$ cat config.mk
export PLATFORM = sky130hd
export DESIGN_NAME = sbeu_front_flat
export DESIGN_NICKNAME = d
export VERILOG_FILES = /design/src/hw/rtl/sbeu_pkg.sv /design/src/hw/rtl/sbeu_if.sv /design/src/hw/rtl/sbeu_front.sv /design/src/flat_wrapper.sv
export SDC_FILE = /design/constraint.sdc
export NUM_CORES = 1
export LEC_CHECK = 0
export BUFFER_PORTS_ARGS = -buffer_cell sky130_fd_sc_hd__buf_2
export CAP_MARGIN = 20
export CORE_MARGIN = 2
export CORE_UTILIZATION = 40
export CTS_CLUSTER_DIAMETER = 30
export DETAILED_ROUTE_END_ITERATION = 7
export GPL_ROUTABILITY_DRIVEN = 1
export PLACE_DENSITY = 0.71
export RECOVER_POWER = 25
export SLEW_MARGIN = 15
export SYNTH_ARGS = -nofsm -noshare
export SYNTH_HDL_FRONTEND = slang
export SYNTH_SLANG_ARGS = --single-unit
$ cat constraint.sdc
create_clock -name clk -period 4.05 [get_ports clk]
set_input_delay 0.405 -clock clk [delete_from_list [all_inputs] [get_ports clk]]
set_output_delay 0.405 -clock clk [all_outputs]
set_load 0.05 [all_outputs]
$ cat src/hw/rtl/sbeu_pkg.sv
// shared types, codes and constants of the stack bytecode execute unit
// no dependencies
`timescale 1ns / 1ps

package sbeu_pkg;

    localparam int STACK_DEPTH_DEF = 256;
    localparam int QUEUE_DEPTH     = 2;
    localparam int DATA_W          = 64;

    // function codes of an instruction
    localparam logic [4:0] FN_POP    = 5'd0;
    localparam logic [4:0] FN_CONST  = 5'd1;
    localparam logic [4:0] FN_IMM    = 5'd2;
    localparam logic [4:0] FN_SETLOC = 5'd3;
    localparam logic [4:0] FN_GETLOC = 5'd4;
    localparam logic [4:0] FN_OR     = 5'd5;
    localparam logic [4:0] FN_AND    = 5'd6;
    localparam logic [4:0] FN_EQ     = 5'd7;
    localparam logic [4:0] FN_NE     = 5'd8;
    localparam logic [4:0] FN_LT     = 5'd9;
    localparam logic [4:0] FN_GT     = 5'd10;
    localparam logic [4:0] FN_LE     = 5'd11;
    localparam logic [4:0] FN_GE     = 5'd12;
    localparam logic [4:0] FN_ADD    = 5'd13;
    localparam logic [4:0] FN_SUB    = 5'd14;
    localparam logic [4:0] FN_MUL    = 5'd15;
    localparam logic [4:0] FN_DIV    = 5'd16;
    localparam logic [4:0] FN_MOD    = 5'd17;
    localparam logic [4:0] FN_NEG    = 5'd18;
    localparam logic [4:0] FN_JZ     = 5'd19;
    localparam logic [4:0] FN_JMP    = 5'd20;
    localparam logic [4:0] FN_RET    = 5'd21;

    // instruction classes seen by the back end
    localparam logic [3:0] CL_NOP    = 4'd0;
    localparam logic [3:0] CL_POP    = 4'd1;
    localparam logic [3:0] CL_PUSH   = 4'd2;
    localparam logic [3:0] CL_SETLOC = 4'd3;
    localparam logic [3:0] CL_GETLOC = 4'd4;
    localparam logic [3:0] CL_BIN    = 4'd5;
    localparam logic [3:0] CL_NEG    = 4'd6;
    localparam logic [3:0] CL_JZ     = 4'd7;
    localparam logic [3:0] CL_JMP    = 4'd8;
    localparam logic [3:0] CL_RET    = 4'd9;

    // status codes
    localparam logic [2:0] ST_OK     = 3'd0;
    localparam logic [2:0] ST_UNDER  = 3'd1;
    localparam logic [2:0] ST_OVER   = 3'd2;
    localparam logic [2:0] ST_DIVZ   = 3'd3;
    localparam logic [2:0] ST_BADLOC = 3'd4;

    typedef struct packed {
        logic [3:0]        cls;
        logic [4:0]        func;
        logic [7:0]        operand;
        logic [DATA_W-1:0] value;
        logic              is_mul;
        logic              is_div;
    } dec_t;

    typedef struct packed {
        logic              start;
        logic [DATA_W-1:0] num;
        logic [DATA_W-1:0] den;
    } div_req_t;

    typedef struct packed {
        logic              done;
        logic [DATA_W-1:0] quo;
        logic [DATA_W-1:0] rem;
    } div_rsp_t;

endpackage

$ cat src/hw/rtl/sbeu_if.sv
// item channels of the stack bytecode execute unit: instruction in, result out
// depends on nothing
`timescale 1ns / 1ps

interface sbeu_in_if;
    logic               valid;
    logic               ready;
    logic [4:0]         func;
    logic [7:0]         operand;
    logic signed [63:0] const_value;

    modport source (output valid, func, operand, const_value, input ready);
    modport sink (input valid, func, operand, const_value, output ready);
endinterface


$ cat src/hw/rtl/sbeu_front.sv
// front end: accepts instruction items and classifies them for the back end
// depends on sbeu_pkg, sbeu_if
`timescale 1ns / 1ps

module sbeu_front (
    input  logic             clk,
    input  logic             rst_n,
    sbeu_in_if.sink          instr,
    output logic             dec_valid,
    input  logic             dec_ready,
    output sbeu_pkg::dec_t   dec_item
);

    logic           valid_reg;
    logic           valid_next;
    sbeu_pkg::dec_t item_reg;
    sbeu_pkg::dec_t decoded;
    logic           accept;

    assign instr.ready = !valid_reg || dec_ready;
    assign accept      = instr.valid && instr.ready;
    assign dec_valid   = valid_reg;
    assign dec_item    = item_reg;

    always_comb
    begin
        decoded.func    = instr.func;
        decoded.operand = instr.operand;
        decoded.value   = {{(sbeu_pkg::DATA_W - 8){1'b0}}, instr.operand};
        decoded.is_mul  = (instr.func == sbeu_pkg::FN_MUL);
        decoded.is_div  = (instr.func == sbeu_pkg::FN_DIV) || (instr.func == sbeu_pkg::FN_MOD);
        unique case (instr.func) inside
            sbeu_pkg::FN_POP:    decoded.cls = sbeu_pkg::CL_POP;
            sbeu_pkg::FN_CONST:
            begin
                decoded.cls   = sbeu_pkg::CL_PUSH;
                decoded.value = instr.const_value;
            end
            sbeu_pkg::FN_IMM:    decoded.cls = sbeu_pkg::CL_PUSH;
            sbeu_pkg::FN_SETLOC: decoded.cls = sbeu_pkg::CL_SETLOC;
            sbeu_pkg::FN_GETLOC: decoded.cls = sbeu_pkg::CL_GETLOC;
            sbeu_pkg::FN_OR, sbeu_pkg::FN_AND, sbeu_pkg::FN_EQ, sbeu_pkg::FN_NE,
            sbeu_pkg::FN_LT, sbeu_pkg::FN_GT, sbeu_pkg::FN_LE, sbeu_pkg::FN_GE,
            sbeu_pkg::FN_ADD, sbeu_pkg::FN_SUB, sbeu_pkg::FN_MUL, sbeu_pkg::FN_DIV,
            sbeu_pkg::FN_MOD:    decoded.cls = sbeu_pkg::CL_BIN;
            sbeu_pkg::FN_NEG:    decoded.cls = sbeu_pkg::CL_NEG;
            sbeu_pkg::FN_JZ:     decoded.cls = sbeu_pkg::CL_JZ;
            sbeu_pkg::FN_JMP:    decoded.cls = sbeu_pkg::CL_JMP;
            sbeu_pkg::FN_RET:    decoded.cls = sbeu_pkg::CL_RET;
            default:             decoded.cls = sbeu_pkg::CL_NOP;
        endcase
    end

    always_comb
    begin
        valid_next = valid_reg;
        if (dec_ready)
        begin
            valid_next = 1'b0;
        end
        if (accept)
        begin
            valid_next = 1'b1;
        end
    end

    always_ff @(posedge clk or negedge rst_n)
    begin
        if (!rst_n)
        begin
            valid_reg <= 1'b0;
        end
        else
        begin
            valid_reg <= valid_next;
        end
    end

    always_ff @(posedge clk)
    begin
        if (accept)
        begin
            item_reg <= decoded;
        end
    end

endmodule

$ cat src/flat_wrapper.sv
// flat-port wrapper written by rule: the top's interface ports become plain ports
module sbeu_front_flat 
  (clk, rst_n, dec_valid, dec_ready, dec_item, instr_valid, instr_func, instr_operand, instr_const_value, instr_ready);
  sbeu_in_if instr_i ();
  input  logic clk;
  input  logic rst_n;
  output logic dec_valid;
  input  logic dec_ready;
  output sbeu_pkg::dec_t dec_item;
  input wire logic [$bits(instr_i.valid)-1:0] instr_valid;
  input wire logic [$bits(instr_i.func)-1:0] instr_func;
  input wire logic [$bits(instr_i.operand)-1:0] instr_operand;
  input wire logic [$bits(instr_i.const_value)-1:0] instr_const_value;
  output wire logic [$bits(instr_i.ready)-1:0] instr_ready;
  assign instr_i.valid = instr_valid;
  assign instr_i.func = instr_func;
  assign instr_i.operand = instr_operand;
  assign instr_i.const_value = instr_const_value;
  assign instr_ready = instr_i.ready;
  sbeu_front u_core (.clk(clk), .rst_n(rst_n), .instr(instr_i), .dec_valid(dec_valid), .dec_ready(dec_ready), .dec_item(dec_item));
endmodule
==> summary.txt <==
Status
  – Status: complete, no violations

STA
  – Final setup vio count: 0
  – Setup TNS Final: 0 ps
  – Hold_ws: 253 ps
  – Slew margin rel.: 28.4%
  – Clock Skew: 13.6 ps
  – Fin crit share: 44.5%
  – Slew @ Worst Pin: 1070 ps
  – Hold Violations, Final: 0
  – Slew Limit Fails: 0
  – Final min period: ~1800 ps
  – RSZ-0062 raised after global routing: no
  – Fmax: 555 MHz

Clock network
  – TritonCTS clock tree: yes
  – Total CTS buffers: 9
  – Max clock buf depth: 2
  – PostCTS Resize Cnt: 0
  – Root Buffer: clkbuf_8
  – Worst-Skew Late Latency: 340 ps
  – Clock transition at path regs: ~90 ps
  – CTS HTree Levels: 3
  – CTS sink cnt: 84
  – Total setup buffers inserted after CTS: 0
  – Post-CTS Hold Buffers: 1

Worst setup path
  – Worst path arrival time: approximately 1800 ps
  – Worst path slowest cell: and2_4
  – Worst-path fanout max: 83
  – Reg2reg end: u_core.dec_item[79]
  – R2r startpoint: u_core.dec_valid
  – WP data required: 4000 ps
  – Largest stage delay on the critical path: 840 ps
  – Critical-path cell list: nand2b_1 > and2_4
  – Cell family with most CP delay: simple AND/OR/NAND/NOR gates
  – Startpoint types: register
  – Critical path class: register to register
  – CP Capture Type: register
  – Crit path buffers/inverters: 0
  – R2R Setup Slk: about 2200 ps
  – Length in cells of the worst reg-to-reg path: 2

Logic synthesis
  – Yosys warning count: 0
  – Area share of the largest cell type after synthesis: 77.9%
  – #FFs+latches synth: 84
  – Synth top area cells: edfxtp_1 (78%), and2_1 (11%), mux2_4 (3.8%)
  – Dominant cell by count in the synthesized netlist: edfxtp_1
  – Number of flops mapped to enable cells by yosys: 83
  – Gate Count Post-Synth: 170
  – Syn Area/Cell: 18.8 µm²
  – Top_reg_cell synth: edfxtp_1
  – Synth top cells by count: edfxtp_1 (83), and2_1 (57), mux2_4 (8), buf_6 (6)
  – Syn Nets: 251
  – Synth area leader: edfxtp_1
  – Mapped Area: 0.00320 mm²
  – Seq/Total Area, Yosys: 78.7%
  – Synth cell types: 18
  – Synth async-reset ratio: ~1.2%

Global route
  – First-pass GRT wire length: 8.74 mm
  – Vias in the first global route: 1,878
  – Antenna violations before repair: 0
  – Pin count of the biggest net entering global routing: 84
  – Gr ovfl total: 0
  – GRT Util Overall: 13.4%

Detailed routing
  – Wirelength per Cell: 13.8 µm
  – TritonRoute pass-1 iters: 4
  – DRC viols: 0
  – Avg Vias per Cell: 4.46
  – Vias: between 1,500 and 2,000
  – Initial DRC count: 74
  – Routed WL: 6.17 mm
  – Antenna-violating nets left: 0

Placed design
  – Port Buf Inserts: roughly 170
  – RD Place Congestion: 0.791
  – DP HPWL: 4.28 mm

Pwr
  – Pleak: about 0.0017 µW
  – Worst VDD drop: 0.223 mV
  – Pwr Density: 438 mW/mm²

Hold path
  – Min-delay worst type: primary input to register
  – Hold Path Sink: u_core.dec_item[72]
  – Hold path cells: 1
  – Worst Hold Launch: instr_operand[6]

Floorplan
  – Row cnt: 32
  – Die area: a little under 0.009 mm²
  – I/O pins: about 170
  – Die height: 93.4 µm
  – Initial core utilization: between 40% and 50%
  – Die width: 93.4 µm
  – Core box area: 0.00773 mm²

Cells and area
  – Multi-input logic area: slightly below 600 µm²
  – Storage element area: 0.00252 mm²
  – Area Growth Syn to Fin: 31.2%
  – FILL cells: 701
  – Share of cells above drive strength 1: 39.4%
  – Antenna Cells: 0
  – Final nets: 421

Job
  – Max_cap viols: 0
layer usage:
| metal | GRT usage, % | part of all wire (%) | up-vias |
|---|---|---|---|
| met5 | 0 | 0 | - |
| met4 | 3.92 | 0.75 | 0 |
| met3 | 6.69 | 11 | 6 |
| met2 | 22.4 | 50 | 96 |
| met1 | 15.0 | 38 | 934 |
| li1 | - | - | 956 |
worst register-to-register path: stages, from the launching register on:
cell and delay, ps:
dfrtp_1 390, nand2b_1 110, and2_4 840
final cells by class:
type	count	share of cell area, %
Tap cell	102	3.04
Clock buffer	10	3.04
Sequential cell	84	60.0
Multi-Input combinational cell	79	14.1
Timing Repair Buffer	166	18.3
Clock inverter	6	1.55
registers in the layout (all words and copies together), names as in the netlist:
register          count
u_core.dec_valid      1
u_core.dec_item      83
where the power goes:
group          leakage, µW  total (µW)  internal, µW  switching (µW)
Combinational     0.000779         259          61.2             198
Sequential        0.000833        1010          1000            9.77
Clock            0.0000979         571           285             285
Total              0.00171        1840          1350             492
placed cells by master (no fill, tap or decap), types with 2 or more instances in the layout:
master    netlist  final
clkbuf_8        0      9
xnor2_1         2      2
nand2b_1        2      2
mux2_4          8      8
and2_1         57     56
buf_2           0    111
edfxtp_1       83     83
clkbuf_1        0     54
clkinv_4        0      3
cells by family after synthesis:
group                     count (synthesis)  share of synthesized area (%)
AOI/OAI and AO/OA                         3                          0.860
muxes                                     8                           3.75
DFF                                      84                           78.7
xor gates and xnor gates                  2                          0.548
and+or+nand+nor                          66                           13.4
buffers and inverters                     7                           2.74
worst max path at each step:
stage                     start                   to  slack (ps)  depth (start not counted)
2_1_floorplan  u_core.dec_valid   u_core.dec_item[0]         530                          2
3_5_place_dp      instr_func[3]   u_core.dec_item[8]        2010                          4
6_report       u_core.dec_valid  u_core.dec_item[79]        2250                          2
5_1_grt        u_core.dec_valid  u_core.dec_item[14]        2150                          2
4_1_cts        u_core.dec_valid  u_core.dec_item[11]        2260                          2
3_3_place_gp      instr_func[3]   u_core.dec_item[3]        2060                          4
metrics by stage:
stage | util, % | total power, µW | cells | cell area, µm² | worst slack, ps
finish | 54.3 | 1840 | 447 | 4200 | 2250
global route | 54.3 | 1910 | 447 | 4200 | 2150
CTS | 55.3 | 1870 | 447 | 4270 | 2260
detailed placement | 52.6 | 1300 | 430 | 4070 | 2010
global placement | 52.6 | 1290 | 430 | 4070 | 2060
floorplan | - | 1210 | 170 | 3200 | 525
Power figures use the tool's default switching activity.
