## src/hw/rtl/sbeu_pkg.sv

```systemverilog
// shared types, codes and constants of the stack bytecode execute unit
// no dependencies
`timescale 1ns / 1ps

package sbeu_pkg;

    localparam int STACK_DEPTH_DEF = 256;
    localparam int QUEUE_DEPTH     = 2;
    localparam int DATA_W          = 64;

    // function codes of an instruction
    localparam logic [4:0] FN_POP    = 5'd0;
    localparam logic [4:0] FN_CONST  = 5'd1;
    localparam logic [4:0] FN_IMM    = 5'd2;
    localparam logic [4:0] FN_SETLOC = 5'd3;
    localparam logic [4:0] FN_GETLOC = 5'd4;
    localparam logic [4:0] FN_OR     = 5'd5;
    localparam logic [4:0] FN_AND    = 5'd6;
    localparam logic [4:0] FN_EQ     = 5'd7;
    localparam logic [4:0] FN_NE     = 5'd8;
    localparam logic [4:0] FN_LT     = 5'd9;
    localparam logic [4:0] FN_GT     = 5'd10;
    localparam logic [4:0] FN_LE     = 5'd11;
    localparam logic [4:0] FN_GE     = 5'd12;
    localparam logic [4:0] FN_ADD    = 5'd13;
    localparam logic [4:0] FN_SUB    = 5'd14;
    localparam logic [4:0] FN_MUL    = 5'd15;
    localparam logic [4:0] FN_DIV    = 5'd16;
    localparam logic [4:0] FN_MOD    = 5'd17;
    localparam logic [4:0] FN_NEG    = 5'd18;
    localparam logic [4:0] FN_JZ     = 5'd19;
    localparam logic [4:0] FN_JMP    = 5'd20;
    localparam logic [4:0] FN_RET    = 5'd21;

    // instruction classes seen by the back end
    localparam logic [3:0] CL_NOP    = 4'd0;
    localparam logic [3:0] CL_POP    = 4'd1;
    localparam logic [3:0] CL_PUSH   = 4'd2;
    localparam logic [3:0] CL_SETLOC = 4'd3;
    localparam logic [3:0] CL_GETLOC = 4'd4;
    localparam logic [3:0] CL_BIN    = 4'd5;
    localparam logic [3:0] CL_NEG    = 4'd6;
    localparam logic [3:0] CL_JZ     = 4'd7;
    localparam logic [3:0] CL_JMP    = 4'd8;
    localparam logic [3:0] CL_RET    = 4'd9;

    // status codes
    localparam logic [2:0] ST_OK     = 3'd0;
    localparam logic [2:0] ST_UNDER  = 3'd1;
    localparam logic [2:0] ST_OVER   = 3'd2;
    localparam logic [2:0] ST_DIVZ   = 3'd3;
    localparam logic [2:0] ST_BADLOC = 3'd4;

    typedef struct packed {
        logic [3:0]        cls;
        logic [4:0]        func;
        logic [7:0]        operand;
        logic [DATA_W-1:0] value;
        logic              is_mul;
        logic              is_div;
    } dec_t;

    typedef struct packed {
        logic              start;
        logic [DATA_W-1:0] num;
        logic [DATA_W-1:0] den;
    } div_req_t;

    typedef struct packed {
        logic              done;
        logic [DATA_W-1:0] quo;
        logic [DATA_W-1:0] rem;
    } div_rsp_t;

endpackage

```

## src/hw/rtl/sbeu_queue.sv

```systemverilog
// short queue of decoded items between front end and back end
// depends on sbeu_pkg
`timescale 1ns / 1ps

module sbeu_queue (
    input  logic           clk,
    input  logic           rst_n,
    input  logic           in_valid,
    output logic           in_ready,
    input  sbeu_pkg::dec_t in_item,
    output logic           out_valid,
    input  logic           out_ready,
    output sbeu_pkg::dec_t out_item
);

    localparam int PW = (sbeu_pkg::QUEUE_DEPTH > 1) ? $clog2(sbeu_pkg::QUEUE_DEPTH) : 1;
    localparam int CW = $clog2(sbeu_pkg::QUEUE_DEPTH + 1);
    localparam logic [PW-1:0] LAST = PW'(sbeu_pkg::QUEUE_DEPTH - 1);
    localparam logic [CW-1:0] FULL = CW'(sbeu_pkg::QUEUE_DEPTH);

    sbeu_pkg::dec_t  entry_reg [sbeu_pkg::QUEUE_DEPTH];
    logic [PW-1:0]   wr_ptr_reg;
    logic [PW-1:0]   wr_ptr_next;
    logic [PW-1:0]   rd_ptr_reg;
    logic [PW-1:0]   rd_ptr_next;
    logic [CW-1:0]   count_reg;
    logic [CW-1:0]   count_next;
    logic            push;
    logic            pop;

    assign in_ready  = (count_reg != FULL);
    assign out_valid = (count_reg != '0);
    assign out_item  = entry_reg[rd_ptr_reg];
    assign push      = in_valid && in_ready;
    assign pop       = out_valid && out_ready;

    always_comb
    begin
        wr_ptr_next = wr_ptr_reg;
        rd_ptr_next = rd_ptr_reg;
        count_next  = count_reg;
        if (push)
        begin
            wr_ptr_next = (wr_ptr_reg == LAST) ? '0 : wr_ptr_reg + PW'(1);
        end
        if (pop)
        begin
            rd_ptr_next = (rd_ptr_reg == LAST) ? '0 : rd_ptr_reg + PW'(1);
        end
        if (push && !pop)
        begin
            count_next = count_reg + CW'(1);
        end
        else if (pop && !push)
        begin
            count_next = count_reg - CW'(1);
        end
    end

    always_ff @(posedge clk or negedge rst_n)
    begin
        if (!rst_n)
        begin
            wr_ptr_reg <= '0;
            rd_ptr_reg <= '0;
            count_reg  <= '0;
        end
        else
        begin
            wr_ptr_reg <= wr_ptr_next;
            rd_ptr_reg <= rd_ptr_next;
            count_reg  <= count_next;
        end
    end

    always_ff @(posedge clk)
    begin
        if (push)
        begin
            entry_reg[wr_ptr_reg] <= in_item;
        end
    end

endmodule

```

## config.mk

```make
export PLATFORM = sky130hd
export DESIGN_NAME = sbeu_queue
export DESIGN_NICKNAME = d
export VERILOG_FILES = /design/src/hw/rtl/sbeu_pkg.sv /design/src/hw/rtl/sbeu_queue.sv
export SDC_FILE = /design/constraint.sdc
export NUM_CORES = 1
export LEC_CHECK = 0
export BUFFER_PORTS_ARGS = -buffer_cell sky130_fd_sc_hd__buf_2
export CORE_ASPECT_RATIO = 1.1
export CORE_MARGIN = 1
export CORE_UTILIZATION = 52
export CTS_CLUSTER_DIAMETER = 200
export DETAILED_ROUTE_END_ITERATION = 8
export PLACE_DENSITY = 0.8
export SETUP_SLACK_MARGIN = 0.05
export SLEW_MARGIN = 30
export SYNTH_ARGS = -nofsm -noshare
export SYNTH_HDL_FRONTEND = slang
export SYNTH_SLANG_ARGS = --single-unit
```

## constraint.sdc

```tcl
create_clock -name clk -period 5.3 [get_ports clk]
set_input_delay 0.795 -clock clk [delete_from_list [all_inputs] [get_ports clk]]
set_output_delay 0.795 -clock clk [all_outputs]
set_load 0.005 [all_outputs]
```

==> results of run 1 <==
[path summary, 6_finish.rpt]
check	slack, ps	from	depth (start not counted)	to
max in group asynchronous	4980	rst_n	1	rd_ptr_reg$_DFFE_PN0P_
setup / recovery	2140	rd_ptr_reg$_DFFE_PN0P_	4	out_item[1]
hold / removal	180	rst_n	1	count_reg[0]$_DFFE_PN0P_
min in group clk	490	count_reg[1]$_DFFE_PN0P_	1	count_reg[1]$_DFFE_PN0P_
setup reg to reg	2800	count_reg[0]$_DFFE_PN0P_	4	entry_reg[0][66]$_DFFE_PP_
hold reg to reg	490	count_reg[1]$_DFFE_PN0P_	1	count_reg[1]$_DFFE_PN0P_
[metal layers]
metal  track usage (%)  routed length, microns  up-vias
li1                  -                       -     1467
met1              19.9                    4120     1549
met2              28.0                    5350      130
met3              6.95                     737       16
met4              7.71                     172        0
met5                 0                       0        -
[power groups by stage]
stage | Combinational, W | Clock, W | Sequential, W
6_report | 0.00124 | 0.00120 | 0.00197
5_1_grt | 0.00135 | 0.00128 | 0.00200
4_1_cts | 0.00127 | 0.00122 | 0.00198
3_5_place_dp | 0.00126 | 0 | 0.00200
3_3_place_gp | 0.00114 | 0 | 0.00206
2_1_floorplan | 0.000879 | 0 | 0.00195
[metrics by stage]
| stage | hold slack [ps] | setup WS [ps] | instances | total power, W | area (sq um) |
|---|---|---|---|---|---|
| 4_1_cts | 157 | 2110 | 628 | 0.00446 | 8060 |
| 6_report | 176 | 2140 | 628 | 0.00441 | 8060 |
| 3_3_place_gp | 473 | 2390 | 594 | 0.00320 | 7420 |
| 5_1_grt | 148 | 2020 | 628 | 0.00463 | 8060 |
| 3_5_place_dp | 477 | 2490 | 596 | 0.00327 | 7470 |
| 2_1_floorplan | 456 | 430 | 276 | 0.00283 | 6430 |
[cell type report]
class / count / area share [%]
Clock buffer: 22 / 5.76
Clock inverter: 10 / 1.49
Inverter: 1 / 0.0466
Multi-Input combinational cell: 96 / 15.7
Sequential cell: 170 / 63.2
Tap cell: 154 / 2.39
Timing Repair Buffer: 175 / 11.5
[worst max-delay path: cells and delay by family, from the launching register on]
| kind | cells | cell delay [ps] |
|---|---|---|
| buf+inv | 3 | 840 |
| flops | 1 | 730 |
| mux | 1 | 340 |
[cell usage in the layout, fill, tap and decap left out, drive strengths merged]
| cell | n |
|---|---|
| clkinvlp | 2 |
| nand2b | 1 |
| edfxtp | 166 |
| or2 | 1 |
| clkbuf | 22 |
| nor2 | 2 |
| buf | 175 |
| and3 | 1 |
| inv | 1 |
| mux2 | 83 |
| clkinv | 6 |
| xnor2 | 3 |
| dfrtp | 4 |
| ha | 1 |
| nand2 | 2 |
| bufinv | 2 |
| xor2 | 2 |
[cell families (layout without fill, tap and decap cells)]
family	after synthesis	after routing	synth area share (%)
XOR/XNOR	5	5	0.681
adder cells (fa/ha/maj)	1	1	0.195
buffers and inverters	10	208	1.44
AND/OR/NAND/NOR	7	7	0.526
multiplexers	83	83	18.0
flip-flops	170	170	79.1
==> impl_metrics.env, run 1 <==
export IMPL_vias=3162
export IMPL_drt_iter0_markers=158
export IMPL_synth_main_ff_cell="edfxtp_1"
export IMPL_ctsHoldBuffers=0
export IMPL_htreeDepth=4
export IMPL_syn_to_final_growth_pct=25.4
export IMPL_grt_overflow=0
export IMPL_wl_per_cell_microns=16.5
export IMPL_drc_errors=0
export IMPL_seq_area_frac_synth_pct=79.1
export IMPL_yosysMostFrequentCell="edfxtp_1"
export IMPL_rsz0062_at_grt="no"
export IMPL_fin_nets=549
export IMPL_cts_tree="done"
export IMPL_clk_latency_ps=410
export IMPL_synth_top_area_cell="edfxtp_1"
export IMPL_grt_max_degree=61
export IMPL_min_period_ps=3160
export IMPL_largest_reg_flops=166
export IMPL_critical_path_class="reg2out"
export IMPL_p_seq_share_pct=44.7
export IMPL_cts_root_buffer="clkbuf_16"
export IMPL_synth_distinct_cells=15
export IMPL_cpPeakStageDelay_ps=730
export IMPL_cp_required_ps=4510
export IMPL_port_buffers=171
export IMPL_critical_path_max_fanout=38
export IMPL_synth_edf_count=166
export IMPL_setup_tns_ps=0
export IMPL_synth_top_area_share_pct=77.6
export IMPL_maxCapViolCount=0
export IMPL_antenna_found_initial=0
export IMPL_fin_util_pct=67.0
export IMPL_avgSynthCellArea_sq_um=23.3
export IMPL_timing_critical_path_cells="buf_16 > buf_4 > mux2_4 > buf_2"
export IMPL_wirelength_microns=10400
export IMPL_coreArea_sq_mm=0.0120
export IMPL_worst_pin_slew_ps=802
export IMPL_cp_slowest_cell="dfrtp_4"
export IMPL_synth_commonest_cells="166 x edfxtp_1, 60 x mux2_4, 23 x mux2_2"
export IMPL_grt_pass1_wl_microns=16000
export IMPL_synth_seq_cells=170
export IMPL_ff_latch_area_sq_mm=0.00509
export IMPL_multi_input_area_sq_mm=0.00126
export IMPL_clock_sinks=170
export IMPL_ios=172
export IMPL_grtUsageTotal_pct=17.3
export IMPL_syn_area_sq_mm=0.00643
export IMPL_fp_dieW_microns=108
export IMPL_clockBufferDepth=2
export IMPL_finalClockSkew_ps=6.30
export IMPL_irDropWorstVdd_mv=0.661
export IMPL_cp_arrival_ps=2360
export IMPL_dieArea_sq_mm=0.0128
export IMPL_switching_power_w=0.00115
export IMPL_syn_num_nets=364
export IMPL_die_y_microns=119
export IMPL_crit_path_end_kind="primary output"
export IMPL_combPwrFrac_pct=28.2
export IMPL_ant_nets=0
export IMPL_num_rows=42
export IMPL_diodes=0
export IMPL_power_density_mw_per_mm2=548
export IMPL_fin_crit_sh_pct=59.6
export IMPL_hold_violations=0
export IMPL_gp_congestion=0.739
export IMPL_yosys_warnings=0
export IMPL_start_util_pct=53.4
export IMPL_hp_class="in2async"
export IMPL_drv_slew=0
export IMPL_leakage_nw=3.21
export IMPL_status="completed"
export IMPL_syn_inst=276
export IMPL_worstSetupStartpointType="flip-flop"
export IMPL_numCtsBuffers=17
export IMPL_avgViaCountPerCell=5.04
export IMPL_switching_share_pct=26.0
export IMPL_drt_pass1_iter_count=7
export IMPL_synthArstFlopShare_pct=2.35
export IMPL_cts_setup_buffers=0
export IMPL_nFillCells=808
export IMPL_pwr_share_clk_pct=27.1
export IMPL_setup_viol=0
export IMPL_drive_above_1_share_pct=61.4
export IMPL_grt_pass1_vias=3284
export IMPL_synthTopCellsByArea="edfxtp_1 78%, mux2_4 14%, mux2_2 4.0%, dfrtp_1 1.6%, buf_6 1.2%"
export IMPL_clock_fmax_mhz=317
export IMPL_slew_headroom_pct=46.6
export IMPL_clk_pin_slew_worst_paths_ps=60
export IMPL_p_int_w=0.00326
export IMPL_cts_resized=0
Power figures use the tool's default switching activity.
==> run 2, diff against run 1 <==
--- a/config.mk
+++ b/config.mk
@@ -8,10 +8,10 @@
 export BUFFER_PORTS_ARGS = -buffer_cell sky130_fd_sc_hd__buf_2
 export CORE_ASPECT_RATIO = 1.1
 export CORE_MARGIN = 1
-export CORE_UTILIZATION = 52
+export CORE_UTILIZATION = 47
 export CTS_CLUSTER_DIAMETER = 200
 export DETAILED_ROUTE_END_ITERATION = 8
-export PLACE_DENSITY = 0.8
+export PLACE_DENSITY = 0.76
 export SETUP_SLACK_MARGIN = 0.05
 export SLEW_MARGIN = 30
 export SYNTH_ARGS = -nofsm -noshare
==> constraint.sdc (replaced) <==
create_clock -name clk -period 2.7 [get_ports clk]
set_input_delay 0.405 -clock clk [delete_from_list [all_inputs] [get_ports clk]]
set_output_delay 0.405 -clock clk [all_outputs]
set_load 0.005 [all_outputs]
==> impl_metrics.env, run 2 (same netlist as run 1, synthesis figures left out) <==
export IMPL_dp_hpwl_microns=7310
export IMPL_crit_path_end_kind="primary output"
export IMPL_combPwrFrac_pct=29.9
export IMPL_fin_crit_sh_pct=79.5
export IMPL_grt_pass1_wl_microns=16700
export IMPL_critical_path_class="reg2out"
export IMPL_power_density_mw_per_mm2=1070
export IMPL_hold_violations=0
export IMPL_clock_sinks=170
export IMPL_worstRegToRegCells=4
export IMPL_p_int_w=0.00639
export IMPL_reg2reg_setup_slack_ps=900
export IMPL_ios=172
export IMPL_cts_tree="done"
export IMPL_drt_pass1_iter_count=4
export IMPL_hold_start="in_item[82]"
export IMPL_wirelength_microns=10900
export IMPL_vias=3199
export IMPL_cts_resized=0
export IMPL_final_area_sq_mm=0.00813
export IMPL_setup_ws_ps=553
export IMPL_cp_required_ps=2300
export IMPL_postPlaceCellArea_sq_mm=0.00755
export IMPL_avgViaCountPerCell=4.84
export IMPL_die_y_microns=125
export IMPL_ant_nets=0
export IMPL_drive_above_1_share_pct=61.8
export IMPL_finalPower_w=0.00871
export IMPL_drc_errors=0
export IMPL_switching_power_w=0.00232
export IMPL_switching_share_pct=26.6
export IMPL_wl_per_cell_microns=16.6
export IMPL_pwr_share_clk_pct=26.8
export IMPL_start_util_pct=48.4
export IMPL_leakage_nw=3.23
export IMPL_dieArea_sq_mm=0.0141
export IMPL_slew_headroom_pct=68.4
export IMPL_place_ws_ps=884
export IMPL_p_seq_share_pct=43.3
export IMPL_min_period_ps=2150
export IMPL_drv_slew=0
export IMPL_port_buffers=171
export IMPL_grt_overflow=0
export IMPL_layout_common_cells="171 x buf_2, 166 x edfxtp_1, 60 x mux2_4"
export IMPL_worst_pin_slew_ps=473
export IMPL_numCtsBuffers=17
export IMPL_irDropWorstVdd_mv=0.689
export IMPL_hp_class="in2reg"
export IMPL_status="completed"
export IMPL_clk_pin_slew_worst_paths_ps=60
export IMPL_htreeDepth=4
export IMPL_maxCapViolCount=0
export IMPL_setup_viol=0
export IMPL_gp_congestion=0.685
export IMPL_diodes=0
export IMPL_syn_to_final_growth_pct=26.5
export IMPL_rsz0062_at_grt="no"
export IMPL_clock_fmax_mhz=466
export IMPL_fin_nets=552
export IMPL_whs_endpoint="entry_reg[1][82]$_DFFE_PP_"
export IMPL_setup_tns_ps=0
export IMPL_num_rows=44
export IMPL_rr_startpoint="count_reg[0]$_DFFE_PN0P_"
export IMPL_cts_root_buffer="clkbuf_16"
export IMPL_grtUsageTotal_pct=16.3
export IMPL_antenna_found_initial=0
export IMPL_grt_max_degree=50
export IMPL_finalClockSkew_ps=5.71
export IMPL_clockBufferDepth=2
export IMPL_fp_dieW_microns=114
export IMPL_rr_endpoint="entry_reg[0][0]$_DFFE_PP_"
export IMPL_fin_util_pct=61.3
export IMPL_grt_pass1_vias=3397
export IMPL_clk_latency_ps=420
export IMPL_cp_arrival_ps=1740
export IMPL_layout_commonest_cell="buf_2"
export IMPL_coreArea_sq_mm=0.0133
export IMPL_worstSetupStartpointType="flip-flop"
export IMPL_largest_reg_flops=166
export IMPL_critical_path_max_fanout=49
export IMPL_drt_iter0_markers=212
export IMPL_min_delay_path_depth=1
==> run 2: cell type report <==
class                   count  area (sq um)
repair buffers            178           973
fillers                   971          5130
flip-flops and latches    170          5090
clock buffers              17           425
inverters                   1          3.75
well taps                 184           230
clock inverters            15           149
multi-input cells          96          1260
==> run 2: worst max-delay path, stage by stage, from the launching register on <==
cell and delay (ps):
dfrtp_4 440, buf_12 310, mux2_2 390, buf_2 130
==> run 2: repair_timing <==
item	CTS	global route
hold buffers	1	0
setup buffers	0	0
hold endpoints to repair	4	0
==> run 2: metrics by stage <==
stage                     std cells  hold WS, ps
after floorplan                 276          109
after global placement          628          215
after detailed placement        628          215
after CTS                       661          143
after global routing            661          147
final                           661          170
==> run 2: power groups by stage <==
stage / Clock, W / Sequential, W / Combinational, W
final: 0.00234 / 0.00377 / 0.00261
after global routing: 0.00249 / 0.00382 / 0.00281
after CTS: 0.00239 / 0.00378 / 0.00267
after detailed placement: 0 / 0.00383 / 0.00266
after global placement: 0 / 0.00379 / 0.00262
after floorplan: 0 / 0.00379 / 0.00173
==> run 2: worst max path at each step <==
stage | slack, ps | start | to
2_1_floorplan | 370 | count_reg[0]$_DFFE_PN0P_ | entry_reg[0][0]$_DFFE_PP_
3_3_place_gp | 950 | count_reg[0]$_DFFE_PN0P_ | entry_reg[0][2]$_DFFE_PP_
3_5_place_dp | 880 | count_reg[0]$_DFFE_PN0P_ | entry_reg[0][65]$_DFFE_PP_
4_1_cts | 520 | rd_ptr_reg$_DFFE_PN0P_ | out_item[68]
5_1_grt | 490 | rd_ptr_reg$_DFFE_PN0P_ | out_item[68]
6_report | 550 | rd_ptr_reg$_DFFE_PN0P_ | out_item[68]
==> run 2: layer usage <==
metal / routed length [microns] / GRT usage [%] / up-vias
li1: - / - / 1475
met1: 4350 / 18.2 / 1565
met2: 5600 / 27.6 / 138
met3: 735 / 5.16 / 21
met4: 249 / 8.59 / 0
met5: 0 / 0 / -
==> run 3, diff against run 2 <==
--- a/config.mk
+++ b/config.mk
@@ -8,10 +8,10 @@
 export BUFFER_PORTS_ARGS = -buffer_cell sky130_fd_sc_hd__buf_2
 export CORE_ASPECT_RATIO = 1.1
 export CORE_MARGIN = 1
-export CORE_UTILIZATION = 47
+export CORE_UTILIZATION = 52
 export CTS_CLUSTER_DIAMETER = 200
 export DETAILED_ROUTE_END_ITERATION = 8
-export PLACE_DENSITY = 0.76
+export PLACE_DENSITY = 0.8
 export SETUP_SLACK_MARGIN = 0.05
 export SLEW_MARGIN = 30
 export SYNTH_ARGS = -nofsm -noshare
==> constraint.sdc (replaced) <==
create_clock -name clk -period 2.2 [get_ports clk]
set_input_delay 0.33 -clock clk [delete_from_list [all_inputs] [get_ports clk]]
set_output_delay 0.33 -clock clk [all_outputs]
set_load 0.005 [all_outputs]
==> impl_metrics.env, run 3 (same netlist as run 1, synthesis figures left out) <==
export IMPL_status="completed"
export IMPL_cp_required_ps=1870
export IMPL_worstSetupStartpointType="flip-flop"
export IMPL_switching_power_w=0.00283
export IMPL_use_met3_pct=6.34
export IMPL_wl_per_cell_microns=16.5
export IMPL_numCtsBuffers=17
export IMPL_grt_max_degree=56
export IMPL_slew_headroom_pct=73.2
export IMPL_start_util_pct=53.4
export IMPL_ant_nets=0
export IMPL_grt_pass1_wl_microns=15700
export IMPL_htreeDepth=4
export IMPL_p_int_w=0.00800
export IMPL_finalClockSkew_ps=6.66
export IMPL_min_delay_path_depth=1
export IMPL_clk_pin_slew_worst_paths_ps=60
export IMPL_gp_congestion=0.679
export IMPL_dpl_cell_count=598
export IMPL_pwr_share_clk_pct=27.3
export IMPL_cts_root_buffer="clkbuf_16"
export IMPL_ios=172
export IMPL_avgViaCountPerCell=4.94
export IMPL_min_period_ps=2030
export IMPL_combPwrFrac_pct=29.7
export IMPL_rsz0062_at_grt="no"
export IMPL_stdcell_count=633
export IMPL_irDropWorstVdd_mv=0.736
export IMPL_layout_common_cells="171 x buf_2, 166 x edfxtp_1, 60 x mux2_4"
export IMPL_setup_viol=0
export IMPL_wirelength_microns=10500
export IMPL_antenna_found_initial=2
export IMPL_critical_path_class="reg2out"
export IMPL_worst_pin_slew_ps=403
export IMPL_clockBufferDepth=2
export IMPL_clock_sinks=170
export IMPL_critical_path_max_fanout=40
export IMPL_crit_path_end_kind="primary output"
export IMPL_fin_nets=553
export IMPL_port_buffers=171
export IMPL_hold_violations=0
export IMPL_largest_reg_flops=166
export IMPL_dieArea_sq_mm=0.0128
export IMPL_grt_pass1_vias=3229
export IMPL_dp_hpwl_microns=6690
export IMPL_switching_share_pct=26.1
export IMPL_grt_overflow=0
export IMPL_die_y_microns=119
export IMPL_p_seq_share_pct=42.9
export IMPL_coreArea_sq_mm=0.0120
export IMPL_drt_pass1_iter_count=4
export IMPL_drv_slew=0
export IMPL_clock_fmax_mhz=492
export IMPL_worstRegToRegCells=3
export IMPL_grtUsageTotal_pct=16.7
export IMPL_maxCapViolCount=0
export IMPL_drive_above_1_share_pct=61.9
export IMPL_syn_to_final_growth_pct=26.9
export IMPL_hp_class="in2reg"
export IMPL_cp_arrival_ps=1700
export IMPL_fp_dieW_microns=108
export IMPL_power_density_mw_per_mm2=1330
export IMPL_use_met1_pct=17.9
export IMPL_num_rows=42
export IMPL_cts_tree="done"
export IMPL_top_usage_layer="met2"
export IMPL_drt_iter0_markers=102
export IMPL_finalHoldWorstSlack_ps=109
export IMPL_grt_met2_usage_pct=29.6
export IMPL_fin_crit_sh_pct=92.5
export IMPL_vias=3128
export IMPL_layout_commonest_cell="buf_2"
export IMPL_clk_latency_ps=400
export IMPL_leakage_nw=3.25
export IMPL_nFillCells=799
export IMPL_drc_errors=0
[run 3: what timing repair did]
item,in CTS,in global routing
hold endpoints to repair,4,0
cloned,0,0
setup buffers,0,1
setup endpoints to repair,14,45
hold buffers,1,0
gates resized for setup,1,0
[run 3: final timing paths]
check	slack, ps	start	end
worst min-delay path	110	in_item[55]	entry_reg[1][55]$_DFFE_PP_
worst min register to register	560	count_reg[0]$_DFFE_PN0P_	count_reg[0]$_DFFE_PN0P_
min in group asynchronous	290	rst_n	count_reg[1]$_DFFE_PN0P_
worst max register to register	530	count_reg[0]$_DFFE_PN0P_	entry_reg[1][61]$_DFFE_PP_
max in group asynchronous	1770	rst_n	rd_ptr_reg$_DFFE_PN0P_
worst max-delay path	170	rd_ptr_reg$_DFFE_PN0P_	out_item[82]
[run 3: stage by stage]
step | power [W] | setup WS, ps | cell area [sq um] | TNS (ps) | utilization (%)
2_1_floorplan | 0.00680 | -56.8 | 6450 | -4710 | -
3_3_place_gp | 0.00785 | 489 | 7530 | 0 | 62.5
3_5_place_dp | 0.00794 | 461 | 7530 | 0 | 62.5
4_1_cts | 0.0110 | 23.6 | 8140 | 0 | 67.7
5_1_grt | 0.0113 | 114 | 8150 | 0 | 67.7
6_report | 0.0108 | 166 | 8150 | 0 | 67.8
[run 3: routing by layer]
| metal | up-vias | share of wire, % | wire [microns] |
|---|---|---|---|
| met1 | 1529 | 38 | 3980 |
| met3 | 13 | 7.7 | 807 |
| met4 | 2 | 1.2 | 123 |
| met5 | - | 0.12 | 13 |
| met2 | 113 | 53 | 5530 |
| li1 | 1471 | - | - |
[run 3: area by class of cell]
class / instances / area (sq um) / area share (%)
clock inverter: 14 / 171 / 2.10
clock buffer: 18 / 429 / 5.26
tap: 154 / 193 / 2.36
inverter: 1 / 3.75 / 0.0460
multi-input combinational: 96 / 1280 / 15.7
timing repair buffer: 179 / 988 / 12.1
sequential: 170 / 5090 / 62.4
antenna: 1 / 2.50 / 0.0307
[run 3: power by group through the flow]
stage	Combinational (W)	Clock, W	Sequential, W
2_1_floorplan	0.00214	0	0.00466
3_3_place_gp	0.00314	0	0.00471
3_5_place_dp	0.00319	0	0.00475
4_1_cts	0.00324	0.00304	0.00469
5_1_grt	0.00349	0.00315	0.00471
6_report	0.00322	0.00296	0.00465
[run 3: critical path, cell delays in order, from the launching register on]
cell and delay (ps):
dfrtp_4 490, buf_16 260, mux2_2 380, buf_2 130
